==> src/design/olist_pkg.sv <==
// Shared constants, codes and types of the ordered list block
package olist_pkg;

    localparam int DEPTH = 16;
    localparam int IDX_W = $clog2(DEPTH);
    localparam int CNT_W = $clog2(DEPTH + 1);

    localparam logic [1:0] MODE_APPEND = 2'd0;
    localparam logic [1:0] MODE_DELETE = 2'd1;
    localparam logic [1:0] MODE_DUMP   = 2'd2;

    localparam logic [2:0] ST_APPENDED  = 3'd0;
    localparam logic [2:0] ST_DELETED   = 3'd1;
    localparam logic [2:0] ST_NOT_FOUND = 3'd2;
    localparam logic [2:0] ST_EMPTY     = 3'd3;
    localparam logic [2:0] ST_FULL      = 3'd4;
    localparam logic [2:0] ST_DUMP      = 3'd5;

    typedef struct packed {
        logic               we;
        logic [IDX_W-1:0]   waddr;
        logic signed [31:0] wdata;
        logic               re;
        logic [IDX_W-1:0]   raddr;
    } t_mem_req;

    typedef struct packed {
        logic               emit;
        logic [2:0]         status;
        logic [IDX_W-1:0]   pos;
        logic signed [31:0] val;
        logic [CNT_W-1:0]   cnt;
        logic               last;
    } t_result;

endpackage

==> src/design/olist_mem.sv <==
// Entry store: one write port, one registered read port
module olist_mem
    import olist_pkg::*;
(
    input  logic               i_clk,
    input  t_mem_req           i_req,
    output logic signed [31:0] o_rdata
);

    logic signed [31:0] r_mem [DEPTH];
    logic signed [31:0] r_rdata;

    always_ff @(posedge i_clk) begin
        if (i_req.we) begin
            r_mem[i_req.waddr] <= i_req.wdata;
        end
        if (i_req.re) begin
            r_rdata <= r_mem[i_req.raddr];
        end
    end

    assign o_rdata = r_rdata;

endmodule

==> src/design/olist_ctrl.sv <==
// Sequencer: append, search-and-compact delete, and dump over the entry store
module olist_ctrl
    import olist_pkg::*;
(
    input  logic               i_clk,
    input  logic               i_rst_n,
    input  logic               i_start,
    input  logic [1:0]         i_mode,
    input  logic signed [31:0] i_value,
    input  logic signed [31:0] i_rdata,
    output logic               o_busy,
    output t_mem_req           o_req,
    output t_result            o_res
);

    localparam logic [1:0] S_IDLE  = 2'd0;
    localparam logic [1:0] S_FIND  = 2'd1;
    localparam logic [1:0] S_SHIFT = 2'd2;
    localparam logic [1:0] S_DUMP  = 2'd3;

    logic [1:0]         r_state, n_state;
    logic [CNT_W-1:0]   r_count, n_count;
    logic signed [31:0] r_key, n_key;
    logic [CNT_W-1:0]   r_k, n_k;       // read issue counter (search order / dump index)
    logic               r_cv, n_cv;     // read data valid this cycle
    logic [IDX_W-1:0]   r_ca, n_ca;     // address of the returning read
    logic [CNT_W-1:0]   r_ck, n_ck;     // issue order of the returning read
    logic [CNT_W-1:0]   r_sp, n_sp;     // compaction read pointer
    logic [IDX_W-1:0]   r_hit, n_hit;
    logic signed [31:0] r_removed, n_removed;

    logic [CNT_W-1:0]   w_cnt_m1;
    logic [CNT_W-1:0]   w_k_m1;
    logic               w_rd_en;

    assign w_cnt_m1 = r_count - CNT_W'(1);
    assign w_k_m1   = r_k - CNT_W'(1);
    assign o_busy   = (r_state != S_IDLE);

    always_comb begin
        n_state   = r_state;
        n_count   = r_count;
        n_key     = r_key;
        n_k       = r_k;
        n_cv      = 1'b0;
        n_ca      = r_ca;
        n_ck      = r_ck;
        n_sp      = r_sp;
        n_hit     = r_hit;
        n_removed = r_removed;
        w_rd_en   = 1'b0;
        o_req     = '0;
        o_res     = '0;
        o_res.cnt = r_count;

        unique case (r_state)
            S_IDLE: begin
                if (i_start) begin
                    n_key = i_value;
                    n_k   = '0;
                    unique case (i_mode)
                        MODE_APPEND: begin
                            o_res.emit = 1'b1;
                            o_res.last = 1'b1;
                            if (r_count == CNT_W'(DEPTH)) begin
                                o_res.status = ST_FULL;
                            end else begin
                                o_req.we     = 1'b1;
                                o_req.waddr  = r_count[IDX_W-1:0];
                                o_req.wdata  = i_value;
                                n_count      = r_count + CNT_W'(1);
                                o_res.status = ST_APPENDED;
                                o_res.pos    = r_count[IDX_W-1:0];
                                o_res.cnt    = n_count;
                            end
                        end
                        MODE_DELETE, MODE_DUMP: begin
                            if (r_count == '0) begin
                                o_res.emit   = 1'b1;
                                o_res.last   = 1'b1;
                                o_res.status = ST_EMPTY;
                            end else if (i_mode == MODE_DELETE) begin
                                n_state = S_FIND;
                            end else begin
                                n_state = S_DUMP;
                            end
                        end
                        default: begin
                            // unused mode: no result
                        end
                    endcase
                end
            end

            S_FIND: begin
                // search order: head, tail, then entries from the head onward
                w_rd_en = (r_k < r_count);
                if (r_k == '0) begin
                    o_req.raddr = '0;
                end else if (r_k == CNT_W'(1)) begin
                    o_req.raddr = w_cnt_m1[IDX_W-1:0];
                end else begin
                    o_req.raddr = w_k_m1[IDX_W-1:0];
                end
                o_req.re = w_rd_en;
                if (w_rd_en) begin
                    n_k = r_k + CNT_W'(1);
                end
                n_cv = w_rd_en;
                n_ca = o_req.raddr;
                n_ck = r_k;
                if (r_cv && (i_rdata == r_key)) begin
                    n_state   = S_SHIFT;
                    n_hit     = r_ca;
                    n_sp      = CNT_W'(r_ca) + CNT_W'(1);
                    n_removed = i_rdata;
                    n_cv      = 1'b0;
                end else if (r_cv && (r_ck == w_cnt_m1)) begin
                    n_state      = S_IDLE;
                    o_res.emit   = 1'b1;
                    o_res.last   = 1'b1;
                    o_res.status = ST_NOT_FOUND;
                end
            end

            S_SHIFT: begin
                // read the next entry while writing the previous read, entry i+1, into entry i
                w_rd_en     = (r_sp < r_count);
                o_req.re    = w_rd_en;
                o_req.raddr = r_sp[IDX_W-1:0];
                if (w_rd_en) begin
                    n_sp = r_sp + CNT_W'(1);
                end
                n_cv = w_rd_en;
                n_ca = o_req.raddr;
                if (r_cv) begin
                    o_req.we    = 1'b1;
                    o_req.waddr = r_ca - IDX_W'(1);
                    o_req.wdata = i_rdata;
                end
                if (!w_rd_en && !r_cv) begin
                    n_state      = S_IDLE;
                    n_count      = w_cnt_m1;
                    o_res.emit   = 1'b1;
                    o_res.last   = 1'b1;
                    o_res.status = ST_DELETED;
                    o_res.pos    = r_hit;
                    o_res.val    = r_removed;
                    o_res.cnt    = w_cnt_m1;
                end
            end

            S_DUMP: begin
                w_rd_en     = (r_k < r_count);
                o_req.re    = w_rd_en;
                o_req.raddr = r_k[IDX_W-1:0];
                if (w_rd_en) begin
                    n_k = r_k + CNT_W'(1);
                end
                n_cv = w_rd_en;
                n_ca = o_req.raddr;
                n_ck = r_k;
                if (r_cv) begin
                    o_res.emit   = 1'b1;
                    o_res.status = ST_DUMP;
                    o_res.pos    = r_ca;
                    o_res.val    = i_rdata;
                    o_res.last   = (r_ck == w_cnt_m1);
                    if (r_ck == w_cnt_m1) begin
                        n_state = S_IDLE;
                    end
                end
            end

            default: begin
                n_state = S_IDLE;
            end
        endcase
    end

    always_ff @(posedge i_clk) begin
        if (!i_rst_n) begin
            r_state <= S_IDLE;
            r_count <= '0;
            r_cv    <= 1'b0;
        end else begin
            r_state <= n_state;
            r_count <= n_count;
            r_cv    <= n_cv;
        end
    end

    always_ff @(posedge i_clk) begin
        r_key     <= n_key;
        r_k       <= n_k;
        r_ca      <= n_ca;
        r_ck      <= n_ck;
        r_sp      <= n_sp;
        r_hit     <= n_hit;
        r_removed <= n_removed;
    end

endmodule

==> src/design/ordered_list_delete_by_key.sv <==
// Ordered list with append, delete by key and dump; results leave through registers.
// Append, and any empty or full case: one result, in the cycle after the item; unused mode: none.
// Delete: search reads head, tail, then from the head, one per cycle; on a match the later
//   entries move down one place and one deleted result follows, else one not-found result.
// Dump: one result per entry, one per cycle, from the head to the tail. The next item is taken at
//   the edge that takes the last result. Sync active-low reset empties the list, not the store.
module ordered_list_delete_by_key
    import olist_pkg::*;
(
    input  logic               i_clk,
    input  logic               i_rst_n,
    input  logic               start,
    output logic               busy,
    input  logic [1:0]         i_mode,
    input  logic signed [31:0] i_value,
    output logic               o_strobe,
    output logic [2:0]         o_status,
    output logic [3:0]         o_position,
    output logic signed [31:0] o_entry_value,
    output logic [4:0]         o_entry_count,
    output logic               o_last
);

    t_mem_req           w_req;
    t_result            w_res;
    logic signed [31:0] w_rdata;

    logic               r_strobe;
    logic [2:0]         r_status;
    logic [3:0]         r_position;
    logic signed [31:0] r_value;
    logic [4:0]         r_count;
    logic               r_last;

    olist_ctrl u_ctrl (
        .i_clk   (i_clk),
        .i_rst_n (i_rst_n),
        .i_start (start),
        .i_mode  (i_mode),
        .i_value (i_value),
        .i_rdata (w_rdata),
        .o_busy  (busy),
        .o_req   (w_req),
        .o_res   (w_res)
    );

    olist_mem u_mem (
        .i_clk   (i_clk),
        .i_req   (w_req),
        .o_rdata (w_rdata)
    );

    always_ff @(posedge i_clk) begin
        if (!i_rst_n) begin
            r_strobe <= 1'b0;
        end else begin
            r_strobe <= w_res.emit;
        end
    end

    always_ff @(posedge i_clk) begin
        r_status   <= w_res.status;
        r_position <= 4'(w_res.pos);
        r_value    <= w_res.val;
        r_count    <= 5'(w_res.cnt);
        r_last     <= w_res.last;
    end

    assign o_strobe      = r_strobe;
    assign o_status      = r_status;
    assign o_position    = r_position;
    assign o_entry_value = r_value;
    assign o_entry_count = r_count;
    assign o_last        = r_last;

endmodule

==> config.mk <==
export PLATFORM = sky130hd
export DESIGN_NAME = ordered_list_delete_by_key
export DESIGN_NICKNAME = d
export VERILOG_FILES = /design/src/design/olist_pkg.sv /design/src/design/olist_mem.sv /design/src/design/olist_ctrl.sv /design/src/design/ordered_list_delete_by_key.sv
export SDC_FILE = /design/constraint.sdc
export NUM_CORES = 1
export LEC_CHECK = 0
export BUFFER_PORTS_ARGS = -buffer_cell sky130_fd_sc_hd__buf_4
export CORE_ASPECT_RATIO = 0.7
export CORE_MARGIN = 5
export CORE_UTILIZATION = 64
export CTS_CLUSTER_SIZE = 25
export DETAILED_ROUTE_END_ITERATION = 8
export PLACE_DENSITY_LB_ADDON = 0.15
export SLEW_MARGIN = 10
export SYNTH_ARGS = -nofsm -noshare
export SYNTH_HDL_FRONTEND = slang
export SYNTH_SLANG_ARGS = --single-unit
==> constraint.sdc <==
create_clock -name i_clk -period 14.74 [get_ports i_clk]
set_input_delay 0.737 -clock i_clk [delete_from_list [all_inputs] [get_ports i_clk]]
set_output_delay 0.737 -clock i_clk [all_outputs]
set_load 0.01 [all_outputs]
==> reports/metrics.cfg <==
[status]
status = finished clean

[global_routing]
met1_usage_pct = 40.8
grt_max_degree = 194
top_usage_layer = met2
grt_pass1_vias = 15800
met3_usage_pct = 5.41
overflow = 0
track_usage_pct = 27.4
antenna_found_initial = 1
grt_pass1_wl_mm = 98.2
met2_usage_pct = 42.0

[power]
p_int_w = 0.00345
power_density_nw_per_um2 = 154
netSwitchingPower_w = 0.00129
max-vdd-ir-drop_v = 0.000126
switching_share_pct = 27.2
seq_power_share_pct = 48.7
combPwrFrac_pct = 17.5
clkPwrFrac_pct = 33.7
p_leak_nw = 10.9

[worst_setup_path]
arrival_ns = 5.14
path_class = reg2reg
crit_family = simple AND/OR/NAND/NOR gates
start_kind = flip-flop
crit_path_max_fanout = 35
worstPathBufferInverterCount = 3
cp-end-kind = flip-flop
path_cells = inv_1 > ha_1 > nand3_1 > a21oi_4 > buf_4 > nand2_1 > o21ai_0 > nand2_1 > nor3_2 > buf_4
required_ns = 14.98
max_stage_delay_ns = 0.90
slowest_stage = ha_1

[floorplanning]
die_w_um = 258
start_util_pct = 64.8
die-height_um = 183
core_area_um2 = 42400
ioPinCount = 84
num_rows = 63
fp.dieArea_um2 = 47200

[sta]
min_period_ns = 4.90
worst_pin_slew_ns = 1.31
slew_violations = 0
setup_violations = 0
clock.fmax_mhz = 204
hold_viol_final = 0
period_share_pct = 33.2
rsz0062_at_grt = no
maxSlewHeadroom_pct = 12.6
tns_ns = 0
skew_ns = 0.0131

[place]
gp_congestion = 0.883
io_buffers = 83
post_dp_cell_area_um2 = 28700
dpl.hpwl_mm = 36.5

[logic_synthesis]
ys_ff_latch = 685
ys.warnings.count = 0
syn_nets = 1898
seq_area_frac_synth_pct = 72.9
synth_top_area_cell = edfxtp_1
syn_area_per_cell_um2 = 15.0
synth_edf_count = 631
synth.area.top_cells = edfxtp_1 (69%), mux2i_1 (6.0%), dfxtp_1 (3.9%), a22o_1 (3.1%), nand2_1 (2.7%)
synth_top_area_share_pct = 69.0
postSynthCellCount = 1835
synth_area_um2 = 27500
synth_flop_cell = edfxtp_1
synth_cell_types = 58
async_reset_ff_share_pct = 0

[clock_tree]
ctsRootBufferMaster = clkbuf_16
clk_latency_ns = 0.60
cts_tree = done
clk_pin_slew_ns = 0.06
cts_inserted_buffers = 59
cts_resized = 0
h-tree-depth = 2
clock-sinks = 685
cts.hold.buffers_added = 0
cts_max_path_buffers = 3
cts_setup_buffers = 0

[final_layout]
diodes = 0
final_util_pct = 72.5
mostFrequentLayoutCells = edfxtp_1 (631), nand2_1 (197), mux2i_1 (166), buf_4 (109), a22o_1 (96)
final_common_cell = edfxtp_1
nets = 1956
drive_gt1_share_pct = 12.6
syn2layout_area_growth_pct = 11.9
final_cell_area_um2 = 30700

[routing]
antenna_left = 0
via_per_inst = 6.57
firstDrtPassIters = 7
via_count = 16400
drtIter0Drc = 1899
post-route-drc-count = 0
routed_wl_mm = 65.8
wl_per_cell_um = 26.4

[worst_hold_path]
hold_class = in2reg

[job]
drv_cap = 0

-- registers in the layout, summed over array words and instances, names as in the netlist, 3 cells and up --
register,count
u_ctrl.r_ck,5
u_ctrl.r_key,32
u_ctrl.r_hit,4
u_ctrl.r_sp,5
o_position,4
u_mem.o_rdata,32
o_entry_value,32
u_ctrl.r_removed,32
o_status,3
u_ctrl.r_ca,4
u_ctrl.r_count,5
o_entry_count,5
u_mem.r_mem,512
u_ctrl.r_k,5
-- kinds of logic after synthesis --
family	count (synthesis)	share of synthesized area, %
flops	685	72.9
buf+inv	141	2.39
fa+ha+maj	26	1.18
compound gates	412	10.2
mux	166	6.05
simple gates	357	5.75
xor+xnor	48	1.53
-- stage by stage --
step	setup WS [ns]	std cells	power, W	hold slack (ns)
6_report	9.84	2496	0.00474	0.319
5_1_grt	9.63	2496	0.00491	0.298
4_1_cts	9.96	2495	0.00474	0.292
3_5_place_dp	10.00	2383	0.00316	0.434
3_3_place_gp	10.19	2383	0.00314	0.436
2_1_floorplan	9.52	1835	0.00289	0.418
-- worst reg2reg max path, delay by kind of cell, from the launching register on --
| family | cells | cell delay (ns) |
|---|---|---|
| and+or+nand+nor | 4 | 1.72 |
| buffers and inverters | 3 | 1.21 |
| DFF | 1 | 0.33 |
| AOI/OAI and AO/OA | 2 | 0.36 |
| adders and majority gates | 1 | 0.90 |
-- cells in the mapped netlist, types with 7 or more instances --
cell type and n:
dfxtp_1 54, mux2i_1 166, nor2_1 37, buf_2 27
nand2_1 197, a221oi_1 34, nor3_1 8, inv_1 25
ha_1 26, a21oi_1 84, edfxtp_1 631, nor4_1 7
a22o_1 96, a31oi_1 34, nand3_1 73, xnor2_1 14
buf_1 7, o21ai_0 76, o21ai_1 9, xor2_1 34
clkbuf_1 67, o22ai_1 35, buf_6 12
-- power by group through the flow --
stage / Sequential (W) / Clock [W] / Combinational (W)
finish: 0.00231 / 0.00160 / 0.000830
global route: 0.00232 / 0.00170 / 0.000892
floorplan: 0.00233 / 0 / 0.000561
CTS: 0.00231 / 0.00162 / 0.000820
global placement: 0.00235 / 0 / 0.000798
detailed placement: 0.00235 / 0 / 0.000814
-- path summary, 6_finish.rpt --
path	start	end	slack, ns	depth (start not counted)
worst min-delay path	i_value[6]	u_ctrl.r_key[6]$_DFFE_PP_	0.32	1
worst max-delay path	u_ctrl.r_state[1]$_SDFFE_PN0P_	u_mem.r_mem[3][11]$_DFFE_PP_	9.84	10
worst min register to register	u_mem.o_rdata[21]$_DFFE_PP_	u_ctrl.r_removed[21]$_DFFE_PP_	0.45	0
worst max register to register	u_ctrl.r_state[1]$_SDFFE_PN0P_	u_mem.r_mem[3][11]$_DFFE_PP_	9.84	10
-- metal layers --
metal	up-vias	wire length [um]
li1	7225	-
met1	8184	27500
met2	872	29600
met3	115	6740
met4	2	1960
met5	-	7
-- final cells by class --
| type | instances | area [um^2] |
|---|---|---|
| Sequential cell | 685 | 20000 |
| Clock buffer | 84 | 1720 |
| Fill cell | 2717 | 11700 |
| Timing Repair Buffer | 111 | 858 |
| Multi-Input combinational cell | 1009 | 7030 |
| Tap cell | 552 | 691 |
| Inverter | 27 | 101 |
| Clock inverter | 28 | 300 |
No activity file was read; power rests on OpenSTA's default activity.
